### config.mk
export PLATFORM = sky130hd
export DESIGN_NAME = lqr_state_space_velocity_step_unit
export DESIGN_NICKNAME = d
export VERILOG_FILES = /design/src/rtl/lqrsv_pkg.sv /design/src/rtl/lqrsv_mul.sv /design/src/rtl/lqr_state_space_velocity_step_unit.sv
export SDC_FILE = /design/constraint.sdc
export NUM_CORES = 2
export LEC_CHECK = 0
export BUFFER_PORTS_ARGS = -buffer_cell sky130_fd_sc_hd__buf_4
export CAP_MARGIN = 10
export CORE_MARGIN = 2
export CORE_UTILIZATION = 50
export CTS_CLUSTER_DIAMETER = 60
export DETAILED_ROUTE_END_ITERATION = 6
export HOLD_SLACK_MARGIN = 0.06
export MAX_ROUTING_LAYER = met4
export PLACE_DENSITY_LB_ADDON = 0.08
export SLEW_MARGIN = 40
export SYNTH_ARGS = -nofsm -noshare
export SYNTH_HDL_FRONTEND = slang
export SYNTH_HIERARCHICAL = 1
export SYNTH_SLANG_ARGS = --single-unit
### constraint.sdc
create_clock -name aclk -period 14.8 [get_ports aclk]
set_clock_uncertainty 0.05 [all_clocks]
set_input_delay 1.48 -clock aclk [delete_from_list [all_inputs] [get_ports aclk]]
set_output_delay 1.48 -clock aclk [all_outputs]
set_load 0.05 [all_outputs]
### src/rtl/lqrsv_pkg.sv
// Shared types, constants and gain table for the LQR velocity step unit.
// Used by the top level, the shared multiplier and the port checker.
`default_nettype none

package lqrsv_pkg;

    // Number formats
    localparam int FRAC_BITS = 24;
    localparam int DT_BITS   = 24;
    localparam int STATE_W   = 32;
    localparam int TICK_W    = 24;
    localparam int LIMIT_W   = 26;
    localparam int XREF_W    = 27;
    localparam int VEL_W     = 27;
    localparam int COUPLING  = 15;

    // Datapath widths
    localparam int GAIN_W  = FRAC_BITS + 5;
    localparam int MUL_A_W = STATE_W + 1;
    localparam int PROD_W  = MUL_A_W + GAIN_W;
    localparam int ACC_W   = 64;
    localparam int RATE_W  = 40;
    localparam int SPLIT_W = 20;
    localparam int HI_W    = RATE_W - SPLIT_W;
    localparam int SUM_W   = RATE_W + 1;

    // Port widths
    localparam int S_TDATA_W  = 24;
    localparam int M_TDATA_W  = 56;
    localparam int M_TUSER_W  = 1;
    localparam int APB_ADDR_W = 3;
    localparam int APB_DATA_W = 32;

    // Plant state elements
    localparam int NUM_ELEM = 6;
    localparam int ELEM_W   = 3;
    localparam logic [ELEM_W-1:0] ELEM_X_POS = 3'd0;
    localparam logic [ELEM_W-1:0] ELEM_Y_POS = 3'd1;
    localparam logic [ELEM_W-1:0] ELEM_X_VEL = 3'd2;
    localparam logic [ELEM_W-1:0] ELEM_Y_VEL = 3'd3;
    localparam logic [ELEM_W-1:0] ELEM_X_INT = 3'd4;
    localparam logic [ELEM_W-1:0] ELEM_Y_INT = 3'd5;
    localparam logic [ELEM_W-1:0] LAST_ELEM  = ELEM_Y_INT;
    localparam logic [ELEM_W-1:0] LAST_STEP  = ELEM_W'(NUM_ELEM - 1);

    // Register reset values
    localparam logic [LIMIT_W-1:0]       LIMIT_RESET = LIMIT_W'(8388608);
    localparam logic signed [XREF_W-1:0] XREF_RESET  = XREF_W'(3355443);

    // Gains: values to four decimal places (n/10000) scaled by 2^FRAC_BITS, rounded to nearest
    localparam longint G_1136   = ((longint'(1136) << FRAC_BITS) + 5000) / 10000;
    localparam longint G_14062  = ((longint'(14062) << FRAC_BITS) + 5000) / 10000;
    localparam longint G_12142  = ((longint'(12142) << FRAC_BITS) + 5000) / 10000;
    localparam longint G_168    = ((longint'(168) << FRAC_BITS) + 5000) / 10000;
    localparam longint G_85     = ((longint'(85) << FRAC_BITS) + 5000) / 10000;
    localparam longint G_597    = ((longint'(597) << FRAC_BITS) + 5000) / 10000;
    // The velocity coupling is an exact multiple of one LSB after rounding,
    // so it folds into the gain that multiplies the same state element.
    localparam longint G_COUPLE = longint'(COUPLING) << FRAC_BITS;

    localparam logic signed [PROD_W-1:0] DRV_BIAS  = PROD_W'(longint'(1) << (FRAC_BITS - 1));
    localparam logic signed [PROD_W-1:0] STEP_BIAS = PROD_W'(longint'(1) << (DT_BITS - 1));

    typedef enum logic [2:0] {
        ST_IDLE,
        ST_DRV_MUL,
        ST_DRV_ACC,
        ST_STP_RATE,
        ST_STP_MUL,
        ST_STP_ACC,
        ST_STP_UPD,
        ST_FINISH
    } state_t;

    typedef enum logic [0:0] {
        REG_VELOCITY_LIMIT = 1'b0,
        REG_X_REFERENCE    = 1'b1
    } reg_idx_t;

    typedef struct packed {
        logic                       en;
        logic signed [MUL_A_W-1:0]  a;
        logic signed [GAIN_W-1:0]   b;
        logic signed [PROD_W-1:0]   bias;
    } mul_req_t;

    // Row 0 yields u0 - 15*vy, row 1 yields u1 + 15*vx (both negated sums).
    function automatic logic signed [GAIN_W-1:0] gain_of(
        input logic              row,
        input logic [ELEM_W-1:0] col
    );
        logic signed [GAIN_W-1:0] g;
        g = '0;
        if (!row) begin
            unique case (col)
                ELEM_X_POS: g = GAIN_W'(G_1136);
                ELEM_Y_POS: g = GAIN_W'(G_14062);
                ELEM_X_VEL: g = GAIN_W'(G_12142);
                ELEM_Y_VEL: g = GAIN_W'(G_COUPLE - G_168);
                ELEM_X_INT: g = GAIN_W'(G_85);
                ELEM_Y_INT: g = GAIN_W'(G_597);
                default:    g = '0;
            endcase
        end else begin
            unique case (col)
                ELEM_X_POS: g = GAIN_W'(-G_14062);
                ELEM_Y_POS: g = GAIN_W'(G_1136);
                ELEM_X_VEL: g = GAIN_W'(G_168 - G_COUPLE);
                ELEM_Y_VEL: g = GAIN_W'(G_12142);
                ELEM_X_INT: g = GAIN_W'(-G_597);
                ELEM_Y_INT: g = GAIN_W'(G_85);
                default:    g = '0;
            endcase
        end
        return g;
    endfunction

    // Update order: every element is read before it is overwritten.
    function automatic logic [ELEM_W-1:0] step_elem(input logic [ELEM_W-1:0] step);
        logic [ELEM_W-1:0] e;
        unique case (step)
            3'd0:    e = ELEM_X_INT;
            3'd1:    e = ELEM_Y_INT;
            3'd2:    e = ELEM_X_POS;
            3'd3:    e = ELEM_Y_POS;
            3'd4:    e = ELEM_X_VEL;
            3'd5:    e = ELEM_Y_VEL;
            default: e = ELEM_X_POS;
        endcase
        return e;
    endfunction

    // State element that feeds the rate of an element.
    function automatic logic [ELEM_W-1:0] rate_src(input logic [ELEM_W-1:0] elem);
        logic [ELEM_W-1:0] s;
        unique case (elem)
            ELEM_X_POS: s = ELEM_X_VEL;
            ELEM_Y_POS: s = ELEM_Y_VEL;
            ELEM_X_INT: s = ELEM_X_POS;
            ELEM_Y_INT: s = ELEM_Y_POS;
            default:    s = elem;
        endcase
        return s;
    endfunction

endpackage

`default_nettype wire

### src/rtl/lqrsv_mul.sv
// Shared registered multiplier with rounding bias for the LQR velocity step unit.
// Depends on lqrsv_pkg.
`default_nettype none

module lqrsv_mul (
    input  wire                                   aclk,
    input  lqrsv_pkg::mul_req_t                   req,
    output logic signed [lqrsv_pkg::PROD_W-1:0]   prod
);

    logic signed [lqrsv_pkg::PROD_W-1:0] prod_reg;

    always_ff @(posedge aclk) begin
        if (req.en) begin
            prod_reg <= $signed(req.a) * $signed(req.b) + $signed(req.bias);
        end
    end

    assign prod = prod_reg;

endmodule

`default_nettype wire

### src/rtl/lqr_state_space_velocity_step_unit.sv
// One item is in work at a time: s_tready is low from the s_ transfer until the result
// is loaded into the output register, which waits while a held result is not taken.
// All products share the single multiplier: 12 drive and 12 split Euler-step products,
// each a multiply and an accumulate state, plus a rate and an update state per element.
// Reset (aresetn low, synchronous): plant state to zero, registers to their defaults,
// output empty, sequencer idle.
`default_nettype none

module lqr_state_space_velocity_step_unit (
    input  wire                                  aclk,
    input  wire                                  aresetn,
    // s_tdata: tick_period [23:0]
    input  wire                                  s_tvalid,
    output logic                                 s_tready,
    input  wire  [lqrsv_pkg::S_TDATA_W-1:0]      s_tdata,
    // m_tdata: vel_x_cmd [26:0], vel_y_cmd [53:27], zero [55:54]
    output logic                                 m_tvalid,
    input  wire                                  m_tready,
    output logic [lqrsv_pkg::M_TDATA_W-1:0]      m_tdata,
    // m_tuser: limited [0]
    output logic [lqrsv_pkg::M_TUSER_W-1:0]      m_tuser,
    input  wire                                  psel,
    input  wire                                  penable,
    input  wire                                  pwrite,
    input  wire  [lqrsv_pkg::APB_ADDR_W-1:0]     paddr,
    input  wire  [lqrsv_pkg::APB_DATA_W-1:0]     pwdata,
    output logic [lqrsv_pkg::APB_DATA_W-1:0]     prdata,
    output logic                                 pready
);

    localparam int STATE_W = lqrsv_pkg::STATE_W;
    localparam int ELEM_W  = lqrsv_pkg::ELEM_W;
    localparam int ACC_W   = lqrsv_pkg::ACC_W;
    localparam int RATE_W  = lqrsv_pkg::RATE_W;
    localparam int SUM_W   = lqrsv_pkg::SUM_W;
    localparam int MUL_A_W = lqrsv_pkg::MUL_A_W;
    localparam int GAIN_W  = lqrsv_pkg::GAIN_W;
    localparam int SPLIT_W = lqrsv_pkg::SPLIT_W;
    localparam int HI_W    = lqrsv_pkg::HI_W;
    localparam int TICK_W  = lqrsv_pkg::TICK_W;
    localparam int LIMIT_W = lqrsv_pkg::LIMIT_W;
    localparam int XREF_W  = lqrsv_pkg::XREF_W;
    localparam int VEL_W   = lqrsv_pkg::VEL_W;

    lqrsv_pkg::state_t state_reg, state_next;

    logic                       row_reg, row_next;
    logic [ELEM_W-1:0]          idx_reg, idx_next;
    logic [ELEM_W-1:0]          step_reg, step_next;
    logic                       half_reg, half_next;
    logic [TICK_W-1:0]          dt_reg, dt_next;
    logic signed [ACC_W-1:0]    acc_reg, acc_next;
    logic signed [RATE_W-1:0]   rate_reg, rate_next;
    logic signed [RATE_W-1:0]   rate2_reg, rate2_next;
    logic signed [RATE_W-1:0]   rate3_reg, rate3_next;
    logic signed [STATE_W-1:0]  plant_reg [lqrsv_pkg::NUM_ELEM];
    logic signed [STATE_W-1:0]  plant_next [lqrsv_pkg::NUM_ELEM];
    logic [LIMIT_W-1:0]         limit_reg, limit_next;
    logic signed [XREF_W-1:0]   xref_reg, xref_next;
    logic                       m_tvalid_reg, m_tvalid_next;
    logic [lqrsv_pkg::M_TDATA_W-1:0] m_tdata_reg, m_tdata_next;
    logic                       limited_reg, limited_next;

    logic [ELEM_W-1:0]          elem;
    logic [ELEM_W-1:0]          rd_addr;
    logic signed [STATE_W-1:0]  x_rd;
    logic                       out_free;
    logic                       cfg_wr;
    logic signed [ACC_W-1:0]    drv_sum;
    logic signed [SUM_W-1:0]    upd_sum;
    logic                       upd_ovf;
    logic signed [STATE_W-1:0]  upd_sat;
    logic signed [MUL_A_W-1:0]  lim_w, nlim_w, vx_w, vy_w;
    logic signed [STATE_W-1:0]  vx_c, vy_c;
    logic                       lim_x, lim_y;
    lqrsv_pkg::mul_req_t        mul_req;
    logic signed [lqrsv_pkg::PROD_W-1:0] prod;

    lqrsv_mul u_mul (
        .aclk (aclk),
        .req  (mul_req),
        .prod (prod)
    );

    assign s_tready = (state_reg == lqrsv_pkg::ST_IDLE);
    assign m_tvalid = m_tvalid_reg;
    assign m_tdata  = m_tdata_reg;
    assign m_tuser  = limited_reg;
    assign pready   = 1'b1;
    assign cfg_wr   = psel & penable & pwrite;
    assign out_free = !m_tvalid_reg || m_tready;
    assign elem     = lqrsv_pkg::step_elem(step_reg);

    // Single read port into the plant state
    always_comb begin
        unique case (state_reg)
            lqrsv_pkg::ST_DRV_MUL:  rd_addr = idx_reg;
            lqrsv_pkg::ST_STP_RATE: rd_addr = lqrsv_pkg::rate_src(elem);
            default:                rd_addr = elem;
        endcase
    end

    assign x_rd = plant_reg[rd_addr];

    // Drive accumulation holds the negated sum of rounded products
    assign drv_sum = acc_reg - ACC_W'(prod >>> lqrsv_pkg::FRAC_BITS);

    // Euler update with saturation to the state width
    assign upd_sum = SUM_W'(x_rd) + SUM_W'(acc_reg >>> lqrsv_pkg::DT_BITS);
    assign upd_ovf = (upd_sum[SUM_W-1:STATE_W-1] != {(SUM_W-STATE_W+1){upd_sum[SUM_W-1]}});
    assign upd_sat = !upd_ovf ? upd_sum[STATE_W-1:0] :
                     (upd_sum[SUM_W-1] ? {1'b1, {(STATE_W-1){1'b0}}}
                                       : {1'b0, {(STATE_W-1){1'b1}}});

    // Velocity clamp, limit equal to velocity passes untouched
    always_comb begin
        lim_w  = $signed({{(MUL_A_W-LIMIT_W){1'b0}}, limit_reg});
        nlim_w = -lim_w;
        vx_w   = MUL_A_W'(plant_reg[lqrsv_pkg::ELEM_X_VEL]);
        vy_w   = MUL_A_W'(plant_reg[lqrsv_pkg::ELEM_Y_VEL]);
        priority if (vx_w > lim_w) begin
            vx_c  = lim_w[STATE_W-1:0];
            lim_x = 1'b1;
        end else if (vx_w < nlim_w) begin
            vx_c  = nlim_w[STATE_W-1:0];
            lim_x = 1'b1;
        end else begin
            vx_c  = plant_reg[lqrsv_pkg::ELEM_X_VEL];
            lim_x = 1'b0;
        end
        priority if (vy_w > lim_w) begin
            vy_c  = lim_w[STATE_W-1:0];
            lim_y = 1'b1;
        end else if (vy_w < nlim_w) begin
            vy_c  = nlim_w[STATE_W-1:0];
            lim_y = 1'b1;
        end else begin
            vy_c  = plant_reg[lqrsv_pkg::ELEM_Y_VEL];
            lim_y = 1'b0;
        end
    end

    // Next state
    always_comb begin
        state_next = state_reg;
        unique case (state_reg)
            lqrsv_pkg::ST_IDLE: begin
                if (s_tvalid) state_next = lqrsv_pkg::ST_DRV_MUL;
            end
            lqrsv_pkg::ST_DRV_MUL:  state_next = lqrsv_pkg::ST_DRV_ACC;
            lqrsv_pkg::ST_DRV_ACC: begin
                if (row_reg && idx_reg == lqrsv_pkg::LAST_ELEM) begin
                    state_next = lqrsv_pkg::ST_STP_RATE;
                end else begin
                    state_next = lqrsv_pkg::ST_DRV_MUL;
                end
            end
            lqrsv_pkg::ST_STP_RATE: state_next = lqrsv_pkg::ST_STP_MUL;
            lqrsv_pkg::ST_STP_MUL:  state_next = lqrsv_pkg::ST_STP_ACC;
            lqrsv_pkg::ST_STP_ACC: begin
                state_next = half_reg ? lqrsv_pkg::ST_STP_UPD : lqrsv_pkg::ST_STP_MUL;
            end
            lqrsv_pkg::ST_STP_UPD: begin
                state_next = (step_reg == lqrsv_pkg::LAST_STEP) ? lqrsv_pkg::ST_FINISH
                                                                : lqrsv_pkg::ST_STP_RATE;
            end
            lqrsv_pkg::ST_FINISH: begin
                if (out_free) state_next = lqrsv_pkg::ST_IDLE;
            end
            default: state_next = lqrsv_pkg::ST_IDLE;
        endcase
    end

    // Datapath and outputs
    always_comb begin
        row_next      = row_reg;
        idx_next      = idx_reg;
        step_next     = step_reg;
        half_next     = half_reg;
        dt_next       = dt_reg;
        acc_next      = acc_reg;
        rate_next     = rate_reg;
        rate2_next    = rate2_reg;
        rate3_next    = rate3_reg;
        plant_next    = plant_reg;
        limit_next    = limit_reg;
        xref_next     = xref_reg;
        m_tvalid_next = m_tvalid_reg;
        m_tdata_next  = m_tdata_reg;
        limited_next  = limited_reg;
        mul_req       = '0;

        if (m_tvalid_reg && m_tready) m_tvalid_next = 1'b0;

        unique case (state_reg)
            lqrsv_pkg::ST_IDLE: begin
                if (s_tvalid) begin
                    dt_next   = s_tdata[TICK_W-1:0];
                    acc_next  = '0;
                    row_next  = 1'b0;
                    idx_next  = '0;
                    step_next = '0;
                    half_next = 1'b0;
                end
            end
            lqrsv_pkg::ST_DRV_MUL: begin
                mul_req.en   = 1'b1;
                mul_req.a    = MUL_A_W'(x_rd);
                mul_req.b    = lqrsv_pkg::gain_of(row_reg, idx_reg);
                mul_req.bias = lqrsv_pkg::DRV_BIAS;
            end
            lqrsv_pkg::ST_DRV_ACC: begin
                if (idx_reg == lqrsv_pkg::LAST_ELEM) begin
                    if (row_reg) begin
                        rate3_next = drv_sum[RATE_W-1:0];
                    end else begin
                        rate2_next = drv_sum[RATE_W-1:0];
                    end
                    acc_next = '0;
                    idx_next = '0;
                    row_next = ~row_reg;
                end else begin
                    acc_next = drv_sum;
                    idx_next = idx_reg + 1'b1;
                end
            end
            lqrsv_pkg::ST_STP_RATE: begin
                half_next = 1'b0;
                unique case (elem)
                    lqrsv_pkg::ELEM_X_VEL: rate_next = rate2_reg;
                    lqrsv_pkg::ELEM_Y_VEL: rate_next = rate3_reg;
                    lqrsv_pkg::ELEM_X_INT: rate_next = RATE_W'(x_rd) - RATE_W'(xref_reg);
                    default:               rate_next = RATE_W'(x_rd);
                endcase
            end
            lqrsv_pkg::ST_STP_MUL: begin
                // Split the rate: low part unsigned first, then the signed high part
                mul_req.en = 1'b1;
                mul_req.b  = $signed({{(GAIN_W-TICK_W){1'b0}}, dt_reg});
                if (half_reg) begin
                    mul_req.a    = $signed({{(MUL_A_W-HI_W){rate_reg[RATE_W-1]}},
                                            rate_reg[RATE_W-1:SPLIT_W]});
                    mul_req.bias = '0;
                end else begin
                    mul_req.a    = $signed({{(MUL_A_W-SPLIT_W){1'b0}},
                                            rate_reg[SPLIT_W-1:0]});
                    mul_req.bias = lqrsv_pkg::STEP_BIAS;
                end
            end
            lqrsv_pkg::ST_STP_ACC: begin
                if (half_reg) begin
                    acc_next = acc_reg + (ACC_W'(prod) <<< SPLIT_W);
                end else begin
                    acc_next  = ACC_W'(prod);
                    half_next = 1'b1;
                end
            end
            lqrsv_pkg::ST_STP_UPD: begin
                plant_next[elem] = upd_sat;
                step_next        = step_reg + 1'b1;
            end
            lqrsv_pkg::ST_FINISH: begin
                if (out_free) begin
                    plant_next[lqrsv_pkg::ELEM_X_VEL] = vx_c;
                    plant_next[lqrsv_pkg::ELEM_Y_VEL] = vy_c;
                    m_tvalid_next = 1'b1;
                    m_tdata_next  = {{(lqrsv_pkg::M_TDATA_W-2*VEL_W){1'b0}},
                                     vy_c[VEL_W-1:0], vx_c[VEL_W-1:0]};
                    limited_next  = lim_x | lim_y;
                end
            end
            default: begin
            end
        endcase

        if (cfg_wr) begin
            unique case (lqrsv_pkg::reg_idx_t'(paddr[2]))
                lqrsv_pkg::REG_VELOCITY_LIMIT: limit_next = pwdata[LIMIT_W-1:0];
                lqrsv_pkg::REG_X_REFERENCE:    xref_next  = pwdata[XREF_W-1:0];
                default: begin
                end
            endcase
        end
    end

    // Register read
    always_comb begin
        unique case (lqrsv_pkg::reg_idx_t'(paddr[2]))
            lqrsv_pkg::REG_VELOCITY_LIMIT:
                prdata = {{(lqrsv_pkg::APB_DATA_W-LIMIT_W){1'b0}}, limit_reg};
            lqrsv_pkg::REG_X_REFERENCE:
                prdata = {{(lqrsv_pkg::APB_DATA_W-XREF_W){xref_reg[XREF_W-1]}}, xref_reg};
            default: prdata = '0;
        endcase
    end

    always_ff @(posedge aclk) begin
        if (!aresetn) begin
            state_reg    <= lqrsv_pkg::ST_IDLE;
            m_tvalid_reg <= 1'b0;
            limit_reg    <= lqrsv_pkg::LIMIT_RESET;
            xref_reg     <= lqrsv_pkg::XREF_RESET;
            row_reg      <= 1'b0;
            idx_reg      <= '0;
            step_reg     <= '0;
            half_reg     <= 1'b0;
            for (int i = 0; i < lqrsv_pkg::NUM_ELEM; i++) begin
                plant_reg[i] <= '0;
            end
        end else begin
            state_reg    <= state_next;
            m_tvalid_reg <= m_tvalid_next;
            limit_reg    <= limit_next;
            xref_reg     <= xref_next;
            row_reg      <= row_next;
            idx_reg      <= idx_next;
            step_reg     <= step_next;
            half_reg     <= half_next;
            plant_reg    <= plant_next;
        end
    end

    always_ff @(posedge aclk) begin
        dt_reg      <= dt_next;
        acc_reg     <= acc_next;
        rate_reg    <= rate_next;
        rate2_reg   <= rate2_next;
        rate3_reg   <= rate3_next;
        m_tdata_reg <= m_tdata_next;
        limited_reg <= limited_next;
    end

endmodule

`default_nettype wire

==> metrics.txt <==
via count 63,010; Final Non-Filler Cells 10,820; cell taking the most area after synthesis fa_1; residual DRC count 0; sequential fraction of design power 33.6%; reg2reg setup slack 2890 ps; EDFF count, synth 325; Post-Syn Area 76,790 um^2; top cell type's share of synthesized area 28.36%; max-cap viol count 0; Hold Path Cell Cnt 2; YS warnings 6; total core area 152,300 um^2; max reg flops 192; Internal 3.461 mW; Area Overhead vs Synth 7.759%; Peak Freq 0.08398 GHz; Worst R2R Start state_reg[0]; CTS tree yes; largest net degree at the start of global routing 105; post-DP HPWL 207.1 mm; GRT Total Usage 35.32%; utilization after layout 54.35%; pins over their slew limit 0; initial DRC count 5,216; Final Hold Fails 0; row cnt 143; IO Count 158; LEAKAGE 38.40 nW; peak supply drop 0.07975 mV; Seq/Total Area, Yosys 19.41%; unrepaired setup endpoints after global routing no; hold slack 417.0 ps; Final Total Pwr 5.647 mW; reg2reg end u_mul/prod[59]; H-tree depth 3; routed wl met2 124.1 mm; IO Port Bufs 147; Antenna Nets Post-Route 0; commonest cells in the netlist 1,503 x inv_1, 1,088 x fa_1, 1,050 x nand2_1; Slew @ Worst Pin 891.2 ps; Comb pwr share 35.6%; # placed instances 10,690; Synth Flop Type edfxtp_1; Post-Syn Instances 8,784; CP most frequent cell fa_1; cts hold-fix bufs 0; endpoint of the worst hold path xref_reg[26]; #FFs+latches synth 582; outcome completed; NetSw 2.186 mW; WL met3 17.82 mm; global-route wire length before repair 403.9 mm; Max Used Layer met4; Cell variety after synth 107; postcts setup bufs 0; sw frac 38.71%; slew margin rel. 40.58%; largest cells by area after synthesis fa_1 28%, edfxtp_1 13%, ha_1 8.3%; critical-path maximum fanout 52; power per cell area 68.24 nW/um^2; cell count of the worst reg-to-reg path 35; total wire length 268.4 mm; Vias/cell 5.824; Starting Density 50.44%; CP endpoint kind register; die footprint 156,700 um^2; fin crit share 80.45%; clk sinks 582; final worst path period need 11,910 ps; CTS clock-pin slew for the worst setup and hold paths 60 ps; Hold Crit Start xref_reg[26]; power share of the clock group 30.9%; root buf cell clkbuf_16; Die H 395.9 um; Post-synth ARST share 0%; DR pass1 iterations 7; crit-path max cell delay 900 ps; met1 WL 109.3 mm; Syn Area/Cell 8.742 um^2; crit start category register; nets@finish 10,390; DIE WIDTH 395.9 um; Post-Route Setup TNS 0 ps; Setup-failing EPs final 0; layout cells sized above 1 6.696%; CTS max path bufs 3; PostCTS Resize Cnt 0; GPL Wtd Cong 0.9997; wire per inst 24.81 um; Worst Path Required 15,150 ps; HP Class register to register; total CTS buffers 68; WP data arrival 12,260 ps; count leader, synth inv_1; worst setup path class register to register; clk_lat worst skew 670 ps; Crit-path slowest cell fa_1; initial antenna violation count 4; grt ovf 0; vias in the first global route 63,340
-- cell usage in the layout (no fill, tap or decap), drive strengths merged, types with 84 or more instances in the layout --
cell and instances:
buf 308, edfxtp 325, ha 508, a21o 176
nor2 361, clkbuf 84, and2 488, dfxtp 257
a21oi 580, xnor2 157, fa 1088, nand3 114
o21ai 514, nor3 103, nand2 1052, inv 1507
-- power groups by stage --
stage | logic, mW | clock network (mW) | registers, mW
after detailed placement | 1.97 | 0 | 1.93
after global placement | 1.94 | 0 | 1.93
after global routing | 2.17 | 1.82 | 1.89
after floorplan | 1.31 | 0 | 1.87
after CTS | 1.98 | 1.76 | 1.89
final | 2.01 | 1.74 | 1.90
-- metal layers --
layer | global-route usage (%) | up-vias
met5 | - | -
met4 | 18.52 | 0
met3 | 4.052 | 576
met2 | 55.49 | 2532
met1 | 45.07 | 31430
li1 | - | 28460
-- logic make-up (layout without fill, tap and decap cells) --
family / after synthesis / in the layout / share of synthesized area [%]
adder cells (fa/ha/maj): 1596 / 1596 / 36.64
AO/OA/AOI/OAI: 1915 / 1915 / 15.78
multiplexers: 57 / 57 / 0.7430
XOR/XNOR: 229 / 229 / 2.612
buffers and inverters: 2002 / 1937 / 10.01
other: 2 / 72 / 0.009779
flip-flops: 582 / 582 / 19.41
AND/OR/NAND/NOR: 2401 / 2401 / 14.79
-- through the flow --
step / worst slack (ps) / instance area (um^2)
detailed placement: 2885 / 80460
CTS: 2848 / 82700
global route: 2226 / 82730
floorplan: 4443 / 77030
global placement: 2666 / 80190
finish: 2893 / 82750
-- worst max-delay path by stage --
stage | startpoint | cells past startpoint | end
floorplan | state_reg[0] | 37 | u_mul/prod[59]
global placement | state_reg[0] | 36 | u_mul/prod[59]
detailed placement | state_reg[0] | 35 | u_mul/prod[59]
CTS | state_reg[0] | 35 | u_mul/prod[59]
global route | state_reg[0] | 37 | u_mul/prod[59]
finish | state_reg[0] | 35 | u_mul/prod[59]
-- final cells by class --
class / count / area, um^2
multi-input cells: 6262 / 55000
well taps: 2030 / 2540
fillers: 14330 / 69510
inverters: 1506 / 5653
clock buffers: 84 / 1813
diodes: 8 / 20.02
clock inverters: 39 / 431.7
repair buffers: 308 / 2382
flip-flops and latches: 582 / 14910
-- worst max-delay path, delay by kind of cell (launching register included) --
kind	cells	cell delay [ps]
AOI/OAI and AO/OA	11	2590
xor gates and xnor gates	1	80
adders and majority gates	9	5250
buffers and inverters	8	1540
DFF	1	720
and+or+nand+nor	6	1360
(Power assumes the default switching activity.)
